**config.mk**
```make
export PLATFORM = sky130hd
export DESIGN_NAME = pid_controller_antiwindup
export DESIGN_NICKNAME = d
export VERILOG_FILES = /design/src/sv/pidaw_pkg.sv /design/src/sv/pidaw_mul.sv /design/src/sv/pid_controller_antiwindup.sv
export SDC_FILE = /design/constraint.sdc
export NUM_CORES = 2
export LEC_CHECK = 0
export BUFFER_PORTS_ARGS = -buffer_cell sky130_fd_sc_hd__buf_2
export CAP_MARGIN = 20
export CORE_AREA = 2 2 322 324
export DETAILED_ROUTE_END_ITERATION = 10
export DIE_AREA = 0 0 324 326
export PLACE_DENSITY = 0.71
export SYNTH_ARGS = -nofsm -noshare
export SYNTH_HDL_FRONTEND = slang
export SYNTH_SLANG_ARGS = --single-unit
```
**constraint.sdc**
```tcl
create_clock -name clk -period 10.9 [get_ports clk]
set_input_delay 0.545 -clock clk [delete_from_list [all_inputs] [get_ports clk]]
set_output_delay 0.545 -clock clk [all_outputs]
set_load 0.02 [all_outputs]
```
**src/sv/pidaw_pkg.sv**
```systemverilog
`default_nettype none
// ----------------------------------------------------------------------------
// pidaw_pkg
// Shared types and codes of the PID controller with conditional integration:
// beat layouts of the sample and result channels, register indexes, commands.
// ----------------------------------------------------------------------------
package pidaw_pkg;

	// configuration port geometry
	localparam int unsigned CFG_IDX_W  = 3;
	localparam int unsigned CFG_DATA_W = 32;

	// register indexes
	localparam logic [CFG_IDX_W-1:0] REG_SETPOINT = 3'd0;
	localparam logic [CFG_IDX_W-1:0] REG_KP_GAIN  = 3'd1;
	localparam logic [CFG_IDX_W-1:0] REG_KI_GAIN  = 3'd2;
	localparam logic [CFG_IDX_W-1:0] REG_KD_GAIN  = 3'd3;
	localparam logic [CFG_IDX_W-1:0] REG_BASE_OUT = 3'd4;
	localparam logic [CFG_IDX_W-1:0] REG_OUT_MIN  = 3'd5;
	localparam logic [CFG_IDX_W-1:0] REG_OUT_MAX  = 3'd6;

	// sample commands
	localparam logic FUNC_STEP  = 1'b0;
	localparam logic FUNC_CLEAR = 1'b1;

	// one sample beat
	typedef struct packed {
		logic               func;
		logic signed [15:0] measurement;
		logic        [19:0] elapsed_us;
	} item_t;

	// one result beat
	typedef struct packed {
		logic signed [15:0] drive;
		logic               clamped_low;
		logic               clamped_high;
	} result_t;

endpackage
`default_nettype wire

```
**src/sv/pidaw_mul.sv**
```systemverilog
`default_nettype none
// ----------------------------------------------------------------------------
// pidaw_mul
// Bit-serial signed multiplier: shift-add over the multiplier b, one bit per
// cycle, LSB first, with a negative-weight last bit when b is signed.
// ----------------------------------------------------------------------------
module pidaw_mul #(
	parameter int unsigned AW      = 16,
	parameter int unsigned BW      = 16,
	parameter bit          BSIGNED = 1'b1
) (
	input  wire logic                 clk,
	input  wire logic                 arst_n,
	input  wire logic                 start,
	input  wire logic [AW-1:0]        a,
	input  wire logic [BW-1:0]        b,
	output logic                      busy,
	output logic      [AW+BW-1:0]     p
);
	localparam int unsigned CW = $clog2(BW + 1);

	logic          busy_q;
	logic [CW-1:0] cnt_q;
	logic [AW-1:0] a_q;
	logic [AW:0]   hi_q;
	logic [BW-1:0] lo_q;

	logic          last;
	logic          sub;
	logic [AW:0]   addend;
	logic [AW+1:0] sum;

	// one partial product step, subtract on the sign bit of b
	assign last   = (cnt_q == CW'(BW - 1));
	assign sub    = BSIGNED && last;
	assign addend = lo_q[0] ? {a_q[AW-1], a_q} : '0;
	assign sum    = sub ? ({hi_q[AW], hi_q} - {addend[AW], addend})
	                    : ({hi_q[AW], hi_q} + {addend[AW], addend});

	// step control
	always_ff @(posedge clk or negedge arst_n) begin
		if (!arst_n) begin
			busy_q <= 1'b0;
			cnt_q  <= '0;
		end else if (start) begin
			busy_q <= 1'b1;
			cnt_q  <= '0;
		end else if (busy_q) begin
			cnt_q <= cnt_q + CW'(1);
			if (last) begin
				busy_q <= 1'b0;
			end
		end
	end

	// product shift register
	always_ff @(posedge clk) begin
		if (start) begin
			a_q  <= a;
			hi_q <= '0;
			lo_q <= b;
		end else if (busy_q) begin
			hi_q <= sum[AW+1:1];
			lo_q <= {sum[0], lo_q[BW-1:1]};
		end
	end

	assign busy = busy_q;
	assign p    = {hi_q[AW-1:0], lo_q};

endmodule
`default_nettype wire

```
**src/sv/pid_controller_antiwindup.sv**
```systemverilog
`default_nettype none
// ----------------------------------------------------------------------------
// pid_controller_antiwindup
// PID control step with a saturating 48-bit integrator and conditional
// integration: a clamped drive leaves the integrator where it was.
// ----------------------------------------------------------------------------
// A control step runs from the accepted sample beat until the result beat
// stands in the output register, and the next sample is taken in that
// same cycle; a clear command returns no beat and leaves the block idle.
// The step length is set by the serial datapath: three bit-serial
// multiplies (error times elapsed time, kp, kd) run side by side, then the
// 48-step restoring divider for the derivative runs beside the 48-bit serial
// ki multiply, and the adds and clamping follow in ST_SUM1, ST_SUM2, ST_SUM3
// and ST_OUT. A finished result waits in the output register without holding
// up the next sample. Configuration writes are taken every cycle (cfg_ready
// is always high) and belong to times when no step is in flight.
// ----------------------------------------------------------------------------
module pid_controller_antiwindup (
	input  wire logic                             clk,
	input  wire logic                             arst_n,
	input  wire logic                             cfg_valid,
	output logic                                  cfg_ready,
	input  wire logic [pidaw_pkg::CFG_IDX_W-1:0]  cfg_index,
	input  wire logic [pidaw_pkg::CFG_DATA_W-1:0] cfg_data,
	input  wire logic                             item_valid,
	output logic                                  item_ready,
	input  wire pidaw_pkg::item_t                 item,
	output logic                                  result_valid,
	input  wire logic                             result_ready,
	output pidaw_pkg::result_t                    result
);
	import pidaw_pkg::*;

	localparam int unsigned ERR_W   = 17;
	localparam int unsigned DIFF_W  = 18;
	localparam int unsigned EL_W    = 20;
	localparam int unsigned INT_W   = 48;
	localparam int unsigned KP_W    = 16;
	localparam int unsigned KI_W    = 32;
	localparam int unsigned KD_W    = 32;
	localparam int unsigned ERREL_W = EL_W + 1 + ERR_W;
	localparam int unsigned KPP_W   = KP_W + ERR_W;
	localparam int unsigned KDP_W   = KD_W + DIFF_W;
	localparam int unsigned KIP_W   = KI_W + INT_W;
	localparam int unsigned DIV_W   = 48;
	localparam int unsigned DCNT_W  = $clog2(DIV_W);
	localparam int unsigned PT_W    = KPP_W + 1 - 8;
	localparam int unsigned SUM_W   = 52;

	localparam logic [INT_W-1:0] INT_MAX = {1'b0, {(INT_W-1){1'b1}}};
	localparam logic [INT_W-1:0] INT_MIN = {1'b1, {(INT_W-1){1'b0}}};

	typedef enum logic [2:0] {
		ST_IDLE,
		ST_MUL1,
		ST_INTEG,
		ST_MUL2,
		ST_SUM1,
		ST_SUM2,
		ST_SUM3,
		ST_OUT
	} state_t;

	// configuration registers
	logic signed [15:0]   setpoint_q;
	logic signed [KP_W-1:0] kp_q;
	logic signed [KI_W-1:0] ki_q;
	logic signed [KD_W-1:0] kd_q;
	logic signed [15:0]   base_q;
	logic signed [15:0]   out_min_q;
	logic signed [15:0]   out_max_q;

	// control state and output register
	state_t               state_q;
	logic                 res_valid_q;
	result_t              res_q;
	logic [INT_W-1:0]     integral_q;
	logic [ERR_W-1:0]     prev_q;

	// step payload
	logic [ERR_W-1:0]     err_q;
	logic [EL_W-1:0]      el_q;
	logic [INT_W-1:0]     nint_q;
	logic signed [SUM_W-1:0] part_q;
	logic signed [SUM_W-1:0] dterm_q;
	logic signed [SUM_W-1:0] total_q;

	// divider
	logic                 div_busy_q;
	logic [DCNT_W-1:0]    div_cnt_q;
	logic [EL_W-1:0]      rem_q;
	logic [DIV_W-1:0]     quo_q;

	logic                 cfg_fire;
	logic                 item_fire;
	logic                 step_fire;
	logic                 res_load;
	logic [ERR_W-1:0]     err_n;
	logic [DIFF_W-1:0]    diff_n;
	logic                 errel_busy;
	logic                 kp_busy;
	logic                 kd_busy;
	logic                 ki_busy;
	logic [ERREL_W-1:0]   errel_p;
	logic [KPP_W-1:0]     kp_p;
	logic [KDP_W-1:0]     kd_p;
	logic [KIP_W-1:0]     ki_p;
	logic                 mul_done;
	logic                 div_start;
	logic [INT_W:0]       int_sum;
	logic [INT_W-1:0]     nint_n;
	logic [KDP_W-1:0]     kd_mag;
	logic [EL_W:0]        div_shift;
	logic [EL_W+1:0]      div_trial;
	logic                 div_fits;
	logic [KPP_W:0]       kp_round;
	logic signed [PT_W-1:0] pterm;
	logic signed [INT_W-1:0] iterm;
	logic signed [SUM_W-1:0] min_x;
	logic signed [SUM_W-1:0] max_x;
	logic signed [SUM_W-1:0] after_lo;
	logic signed [SUM_W-1:0] drive_x;
	logic                 clamp_lo;
	logic                 clamp_hi;

	// handshakes
	assign cfg_ready    = 1'b1;
	assign cfg_fire     = cfg_valid && cfg_ready;
	assign item_ready   = (state_q == ST_IDLE);
	assign item_fire    = item_valid && item_ready;
	assign step_fire    = item_fire && (item.func == FUNC_STEP);
	assign res_load     = (state_q == ST_OUT) && (!res_valid_q || result_ready);
	assign result_valid = res_valid_q;
	assign result       = res_q;

	// error and error change of the incoming sample
	assign err_n  = {setpoint_q[15], setpoint_q} - {item.measurement[15], item.measurement};
	assign diff_n = {err_n[ERR_W-1], err_n} - {prev_q[ERR_W-1], prev_q};

	// serial multipliers
	pidaw_mul #(.AW(EL_W + 1), .BW(ERR_W), .BSIGNED(1'b1)) u_mul_errel (
		.clk    (clk),
		.arst_n (arst_n),
		.start  (step_fire),
		.a      ({1'b0, item.elapsed_us}),
		.b      (err_n),
		.busy   (errel_busy),
		.p      (errel_p)
	);

	pidaw_mul #(.AW(KP_W), .BW(ERR_W), .BSIGNED(1'b1)) u_mul_kp (
		.clk    (clk),
		.arst_n (arst_n),
		.start  (step_fire),
		.a      (kp_q),
		.b      (err_n),
		.busy   (kp_busy),
		.p      (kp_p)
	);

	pidaw_mul #(.AW(KD_W), .BW(DIFF_W), .BSIGNED(1'b1)) u_mul_kd (
		.clk    (clk),
		.arst_n (arst_n),
		.start  (step_fire),
		.a      (kd_q),
		.b      (diff_n),
		.busy   (kd_busy),
		.p      (kd_p)
	);

	pidaw_mul #(.AW(KI_W), .BW(INT_W), .BSIGNED(1'b1)) u_mul_ki (
		.clk    (clk),
		.arst_n (arst_n),
		.start  (state_q == ST_INTEG),
		.a      (ki_q),
		.b      (nint_q),
		.busy   (ki_busy),
		.p      (ki_p)
	);

	assign mul_done  = !errel_busy && !kp_busy && !kd_busy;
	assign div_start = (state_q == ST_MUL1) && mul_done;

	// saturating integrator update
	assign int_sum = {integral_q[INT_W-1], integral_q}
	               + {{(INT_W + 1 - ERREL_W){errel_p[ERREL_W-1]}}, errel_p};
	assign nint_n  = (int_sum[INT_W] != int_sum[INT_W-1])
	               ? (int_sum[INT_W] ? INT_MIN : INT_MAX) : int_sum[INT_W-1:0];

	// restoring divider step on the derivative magnitude
	assign kd_mag    = kd_p[KDP_W-1] ? ('0 - kd_p) : kd_p;
	assign div_shift = {rem_q, quo_q[DIV_W-1]};
	assign div_trial = {1'b0, div_shift} - {2'b00, el_q};
	assign div_fits  = !div_trial[EL_W+1];

	// proportional term truncated toward zero, integral term floored
	assign kp_round = {kp_p[KPP_W-1], kp_p} + (kp_p[KPP_W-1] ? (KPP_W+1)'(255) : '0);
	assign pterm    = kp_round[KPP_W:8];
	assign iterm    = ki_p[KIP_W-1:KIP_W-INT_W];

	// low clamp first, high clamp last
	assign min_x    = SUM_W'(out_min_q);
	assign max_x    = SUM_W'(out_max_q);
	assign clamp_lo = (total_q < min_x);
	assign after_lo = clamp_lo ? min_x : total_q;
	assign clamp_hi = (after_lo > max_x);
	assign drive_x  = clamp_hi ? max_x : after_lo;

	// configuration writes
	always_ff @(posedge clk or negedge arst_n) begin
		if (!arst_n) begin
			setpoint_q <= '0;
			kp_q       <= '0;
			ki_q       <= '0;
			kd_q       <= '0;
			base_q     <= '0;
			out_min_q  <= 16'sh8000;
			out_max_q  <= 16'sh7fff;
		end else if (cfg_fire) begin
			case (cfg_index)
				REG_SETPOINT: setpoint_q <= cfg_data[15:0];
				REG_KP_GAIN:  kp_q       <= cfg_data[KP_W-1:0];
				REG_KI_GAIN:  ki_q       <= cfg_data[KI_W-1:0];
				REG_KD_GAIN:  kd_q       <= cfg_data[KD_W-1:0];
				REG_BASE_OUT: base_q     <= cfg_data[15:0];
				REG_OUT_MIN:  out_min_q  <= cfg_data[15:0];
				REG_OUT_MAX:  out_max_q  <= cfg_data[15:0];
				default: ;
			endcase
		end
	end

	// step sequencer, controller state and result register
	always_ff @(posedge clk or negedge arst_n) begin
		if (!arst_n) begin
			state_q     <= ST_IDLE;
			res_valid_q <= 1'b0;
			res_q       <= '0;
			integral_q  <= '0;
			prev_q      <= '0;
		end else begin
			if (res_load) begin
				res_valid_q <= 1'b1;
			end else if (result_ready) begin
				res_valid_q <= 1'b0;
			end
			case (state_q)
				ST_IDLE: begin
					if (item_fire) begin
						if (item.func == FUNC_CLEAR) begin
							integral_q <= '0;
						end else begin
							state_q <= ST_MUL1;
						end
					end
				end
				ST_MUL1: begin
					if (mul_done) begin
						state_q <= ST_INTEG;
					end
				end
				ST_INTEG: state_q <= ST_MUL2;
				ST_MUL2: begin
					if (!ki_busy && !div_busy_q) begin
						state_q <= ST_SUM1;
					end
				end
				ST_SUM1: state_q <= ST_SUM2;
				ST_SUM2: state_q <= ST_SUM3;
				ST_SUM3: state_q <= ST_OUT;
				ST_OUT: begin
					if (res_load) begin
						res_q.drive        <= drive_x[15:0];
						res_q.clamped_low  <= clamp_lo;
						res_q.clamped_high <= clamp_hi;
						if (!clamp_lo && !clamp_hi) begin
							integral_q <= nint_q;
						end
						prev_q  <= err_q;
						state_q <= ST_IDLE;
					end
				end
				default: state_q <= ST_IDLE;
			endcase
		end
	end

	// divider control
	always_ff @(posedge clk or negedge arst_n) begin
		if (!arst_n) begin
			div_busy_q <= 1'b0;
			div_cnt_q  <= '0;
		end else if (div_start) begin
			div_busy_q <= 1'b1;
			div_cnt_q  <= '0;
		end else if (div_busy_q) begin
			div_cnt_q <= div_cnt_q + DCNT_W'(1);
			if (div_cnt_q == DCNT_W'(DIV_W - 1)) begin
				div_busy_q <= 1'b0;
			end
		end
	end

	// datapath registers
	always_ff @(posedge clk) begin
		if (step_fire) begin
			err_q <= err_n;
			el_q  <= item.elapsed_us;
		end
		if (div_start) begin
			nint_q <= nint_n;
			rem_q  <= '0;
			quo_q  <= kd_mag[DIV_W-1:0];
		end else if (div_busy_q) begin
			rem_q <= div_fits ? div_trial[EL_W-1:0] : div_shift[EL_W-1:0];
			quo_q <= {quo_q[DIV_W-2:0], div_fits};
		end
		if (state_q == ST_SUM1) begin
			part_q <= SUM_W'(base_q) + SUM_W'(pterm);
			if (el_q == '0) begin
				dterm_q <= '0;
			end else if (kd_p[KDP_W-1]) begin
				dterm_q <= '0 - SUM_W'(quo_q);
			end else begin
				dterm_q <= SUM_W'(quo_q);
			end
		end
		if (state_q == ST_SUM2) begin
			part_q <= part_q + dterm_q;
		end
		if (state_q == ST_SUM3) begin
			total_q <= part_q + SUM_W'(iterm);
		end
	end

endmodule
`default_nettype wire

```
======== Word-level counts from Yosys, hierarchy flattened ========
Index checks and enable logic that the tools add are counted.
storage, ports and cells
  bits in latches ......................... 0
  word-level logic and storage cells ...... 203
  memories ................................ 0
  memory bits (read-only) ................. 0
  input bits .............................. 77
  bits in writable memories ............... 0
  register bits after elaboration ......... 854
operators by class
  divide/modulo/power cells ............... 0
  multiplexer cells ....................... 66
  shifts and indexed selects .............. 0
  $mul .................................... 0
  reductions and logical operators ........ 40
  eq/ne operators ......................... 26
  $lt $le $gt $ge ......................... 2
  bitwise logic cells ..................... 2
  $add $sub $neg .......................... 23
operators with widths
  cell                                                count
  two-way mux 48 bit                                  12
  two-way mux 52 bit                                  3
  one-hot mux 48 bit (2 select lines)                 1
  two-way mux 17 bit                                  5
  adder 33 x 33 -> 34 bit                             2
  two-way mux 34 bit                                  2
  subtractor 33 x 33 -> 34 bit                        2
  two-way mux 33 bit                                  2
  two-way mux 18 bit                                  3
  adder 52 x 48 -> 52 bit                             1
  adder 52 x 49 -> 52 bit                             1
  > comparator 52 x 16 -> 1 bit                       1
  < comparator 52 x 16 -> 1 bit                       1
  adder 48 x 38 -> 49 bit                             1
  subtractor 1 x 48 -> 49 bit (first input constant)  1
  subtractor 1 x 48 -> 48 bit (first input constant)  1
  two-way mux 20 bit                                  2
  subtractor 17 x 17 -> 18 bit                        2
  adder 33 x 9 -> 34 bit                              1
  two-way mux 5 bit                                   6
  adder 16 x 26 -> 27 bit                             1
  two-way mux 6 bit                                   4
  one-hot mux 3 bit (8 select lines)                  1
  adder 22 x 21 -> 23 bit                             1
  29 further kinds                                    102

======== Depth between registers and ports, before layout ========
  depth after elaboration ................. 8
  mapped depth ............................ 31
  gate-level depth less buffers ........... 25

======== Modules after synthesis ========
Synthesis repeated with hierarchy kept, for this count alone.
unflattened totals
  cell total of the unflattened synthesis .. 6132
  area total of the unflattened synthesis .. 59144.2 um2
modules (own cells, without submodules)
  module                     cells each  sequential area each (um2)  times used  area each (um2)
  pid_controller_antiwindup  3927        14964.4                     1           37656.1
  pidaw_mul (u_mul_ki)       728         3238.1                      1           7450.9
  pidaw_mul (u_mul_kd)       666         2312.2                      1           6124.6
  pidaw_mul (u_mul_errel)    467         1731.7                      1           4464.3
  pidaw_mul (u_mul_kp)       344         1481.4                      1           3448.3

======== Worst setup path before layout ========
OpenSTA, ideal clock, no wires.
  path kind ............................... register to register
  from .................................... register out_min_q[15]
  to ...................................... register integral_q[10]
  library setup time ...................... 83 ps
  required time ........................... 10817 ps
  period minus slack after synthesis ...... 7078 ps
  stages on the path, launching flop included .. 32
  setup slack ............................. 3822 ps
  arrival time ............................ 6995 ps
  cell sequence ........................... dfstp_2 > inv_1 > ha_1 > a21o_1 > a21o_1 > a21o_1 > a21o_1 > a21oi_1 > o221ai_1 > a31oi_1 > mux2_2 > buf_2 > buf_1 > clkbuf_1 > buf_1 > nand2_1 > nand2_1 > ha_1 > a211o_1 > a21oi_1 > o21ai_0 > o21ai_0 > a21oi_1 > a2111oi_0 > o221ai_1 > mux2_2 > clkbuf_1 > nand3b_1 > clkbuf_1 > buf_1 > nand3_1 > o21ai_0
between the ends
  cells in the longest elaborated chain, start to end .. 7
  elaborated cells on any way between the ends .. 8
ends and longest elaborated chain
  what                                               RTL line                          RTL
  from (decl)                                        pid_controller_antiwindup.sv:70   logic signed [15:0] out_min_q;
  from (signal assigned)                             pid_controller_antiwindup.sv:226  REG_OUT_MIN: out_min_q <= cfg_data[15:0];
  < comparator 52 x 16 -> 1 bit                      pid_controller_antiwindup.sv:204  assign clamp_lo = (total_q < min_x);
  two-way mux 52 bit                                 pid_controller_antiwindup.sv:205  assign after_lo = clamp_lo ? min_x : total_q;
  > comparator 52 x 16 -> 1 bit                      pid_controller_antiwindup.sv:206  assign clamp_hi = (after_lo > max_x);
  logical NOT 1 bit                                  pid_controller_antiwindup.sv:276  if (!clamp_lo && !clamp_hi) begin
  logical AND 1 bit *                                pid_controller_antiwindup.sv:276
  inequality test 2 x 1 -> 1 bit (no source line) *  -
  AND reduction 5 bit (no source line) *             -
  to (signal assigned)                               pid_controller_antiwindup.sv:277  integral_q <= nint_q;
  to (decl)                                          pid_controller_antiwindup.sv:77   logic [INT_W-1:0] integral_q;
Every way passes the cells marked *; elsewhere a longest branch is shown, timed or not.
A chain may end at the register's enable or synchronous reset.

======== Worst setup path in the final report ========
  from .................................... register out_min_q[15]
  to ...................................... register integral_q[12]
The elaborated chain is that of the path after synthesis.

==> flow_metrics.tcl <==
set metrics [dict create \
    pwr-share-seq 0.438 \
    synth_cell_types 92 \
    tightest_slew_ns 1.08 \
    reg2reg_from "out_min_q[15]$_DFFE_PN1P_" \
    die-width_um 324 \
    async_reset_ff_frac 0.308 \
    worstSetupStartpoint "out_min_q[15]$_DFFE_PN1P_" \
    hold_start "item[14]" \
    track_usage 0.265 \
    ir_drop_mv 0.111 \
    place_congestion 0.966 \
    port_buffers 96 \
    ant_nets 0 \
    clk_path_buf_depth 3 \
    syn_inst 5813 \
    clkLatencyLatePin_ns 0.69 \
    swShare 0.259 \
    worstRegToRegCells 29 \
    hp-class "input port to flip-flop" \
    synth.avg_cell_area_um2 9.62 \
    grt_pass1_wl_mm 223 \
    yosysTopAreaCell "edfxtp_1" \
    r2r-end "integral_q[12]$_DFFE_PN0P_" \
    p_clk_frac 0.410 \
    cts_root_buffer "clkbuf_16" \
    finalCritPeriodShare 0.710 \
    vias 43500 \
    vias_per_cell 5.94 \
    dp_hpwl_mm 102 \
    fmaxAchievable_mhz 129 \
    crit_type "flip-flop to flip-flop" \
    cts_tree "yes" \
    grt_pass1_vias 40800 \
    maxCapViolCount 0 \
    setup_tns_ns 0 \
    start_util 0.545 \
    status "complete, no violations" \
    grt_overflow_total 0 \
    grt_antenna_before_repair 14 \
    cp-end-kind "flip-flop" \
    synth_edf_count 466 \
    io_pins 98 \
    max_slew_margin 0.268 \
    leakage_nw 26.3 \
    final_cell_mix "602 x nand2_1, 466 x edfxtp_1, 462 x ha_1" \
    final.setup_skew_ns 0.0394 \
    drt_wl_total_mm 141 \
    drtIter0Drc 4040 \
    synth_seq_area_share 0.413 \
    ys.flop_type "edfxtp_1" \
    period_minus_slack_ns 7.74 \
    cpMaxStageDelayCell "buf_4" \
    required_ns 11.50 \
    p_sw_mw 2.15 \
    final-setup-viol-count 0 \
    maxSlewViolCount 0 \
    num_rows 118 \
    drt_first_pass_iters 6 \
    syn_area_um2 55900 \
    synth.top_cell.area_share 0.250 \
    path_max_fanout 96 \
    final_area_um2 61300 \
    nets 6405 \
    post_cts_buffers 0 \
    cp-start-kind "flip-flop" \
    combPwrFrac 0.152 \
    wl_per_cell_um 19.2 \
    rsz0062_at_grt "no" \
    p_int_mw 6.14 \
    syn_nets 6363 \
    die_h_um 326 \
    drc 0 \
    synthTopCellsByArea "edfxtp_1 25%, dfrtp_1 11%, ha_1 10%" \
    numCtsBuffers 95 \
    crit_end "integral_q[12]$_DFFE_PN0P_" \
    hold_viol_final 0 \
    cpPeakStageDelay_ns 0.70 \
    place_area_um2 57800 \
    h-tree-depth 3 \
    yosysWarnings 0 \
    clk_pin_slew_ns 0.06 \
    ys_ff_latch 854 \
    worstPathArrival_ns 8.34 \
    core_area_um2 103000 \
    final_common_cell "nand2_1" \
    ff2ff_setup_slack_ns 3.16 \
    drive_gt1_frac 0.103 \
    grt_max_degree 149 \
    clock-sinks 854 \
    power.density_nw_per_um2 135 \
    fp.dieArea_um2 106000 \
    syn2layout_area_growth_pct 9.59 \
]
==> power by group through the flow <==
stage          Combinational (mW)  Clock, mW  Sequential [mW]
2_1_floorplan               0.926          0             3.67
3_3_place_gp                 1.21          0             3.69
3_5_place_dp                 1.24          0             3.70
4_1_cts                      1.26       3.46             3.63
5_1_grt                      1.42       3.59             3.65
6_report                     1.26       3.40             3.63
==> worst min path at each step <==
stage	slack, ns	cells past startpoint	end
2_1_floorplan	0.25	0	base_q[0]$_DFFE_PN0P_
3_3_place_gp	0.42	2	prev_q[0]$_DFFE_PN0P_
6_report	0.03	1	el_q[14]$_DFFE_PP_
5_1_grt	0.02	1	el_q[14]$_DFFE_PP_
4_1_cts	0.0002	1	el_q[8]$_DFFE_PP_
3_5_place_dp	0.43	0	u_mul_kd.a_q[3]$_DFFE_PP_
==> flip-flops by register name, summed over array words and instances (netlist names), 18 cells and up <==
name / cells
u_mul_ki.a_q: 32
u_mul_errel.hi_q: 22
ki_q: 32
integral_q: 48
nint_q: 48
total_q: 52
el_q: 20
kd_q: 32
part_q: 52
rem_q: 20
u_mul_kd.a_q: 32
u_mul_ki.hi_q: 33
result: 18
u_mul_ki.lo_q: 48
quo_q: 48
u_mul_kd.hi_q: 33
u_mul_kd.lo_q: 18
dterm_q: 49
==> metrics by stage <==
stage,cells,utilization,setup slack [ns],hold WS [ns],power [mW]
after floorplan,5813,-,3.82,0.249,4.60
after global placement,7126,0.563,3.43,0.420,4.89
after detailed placement,7126,0.563,3.24,0.425,4.94
after CTS,7315,0.597,3.17,0.000179,8.35
after global routing,7318,0.597,2.64,0.0171,8.65
final,7323,0.597,3.16,0.0348,8.30
==> synth_stat cells, types with 37 or more instances <==
cell type,instances
a211oi_1,53
a21o_1,195
a21oi_1,388
a31oi_1,48
clkbuf_1,167
dfrtp_1,247
dfxtp_1,125
edfxtp_1,466
ha_1,462
inv_1,271
mux2_2,209
mux2i_1,108
nand2_1,602
nand2b_1,65
nand3_1,143
nand4_1,66
nor2_1,462
nor2b_1,50
nor3_1,81
o21a_1,37
o21ai_0,442
o21bai_1,41
o31ai_1,75
or3_1,46
xnor2_1,232
xor2_1,241
==> what timing repair did <==
item                                   in CTS  in global routing
endpoints found under the hold margin      42                  0
setup endpoints to repair                   0                  0
resized for setup                           0                  0
hold buffers                                9                  0
==> layer usage <==
metal | part of all wire | wire length (um) | global-route usage | up-vias
met3 | 0.077 | 10800 | 0.0372 | 183
met4 | 0.024 | 3360 | 0.0736 | 0
met1 | 0.47 | 65700 | 0.397 | 20700
met2 | 0.43 | 60700 | 0.400 | 1359
met5 | 0 | 0 | 0 | -
li1 | - | - | - | 21200
==> area by class of cell <==
type	count	area, um2
fillers	8543	41300
multi-input cells	4477	31100
flip-flops and latches	854	23100
clock buffers	129	2710
well taps	1380	1730
inverters	271	1020
repair buffers	156	1010
clock inverters	51	627
diodes	5	12.5
==> critical path: cells and delay by family (launching register included) <==
kind | cells | cell delay, ns
muxes | 2 | 0.85
AOI/OAI and AO/OA | 15 | 2.94
adders and majority gates | 2 | 0.68
and+or+nand+nor | 4 | 0.60
DFF | 1 | 0.54
buffers and inverters | 6 | 1.93
==> kinds of logic after synthesis <==
logic type | after synthesis | synth area share
adders and majority gates | 481 | 0.109
buffers and inverters | 482 | 0.0331
other | 1 | 0.0000671
xor gates and xnor gates | 473 | 0.0741
muxes | 317 | 0.0614
DFF | 854 | 0.413
and+or+nand+nor | 1702 | 0.141
AOI/OAI and AO/OA | 1503 | 0.168
Power figures use the tool's default switching activity.
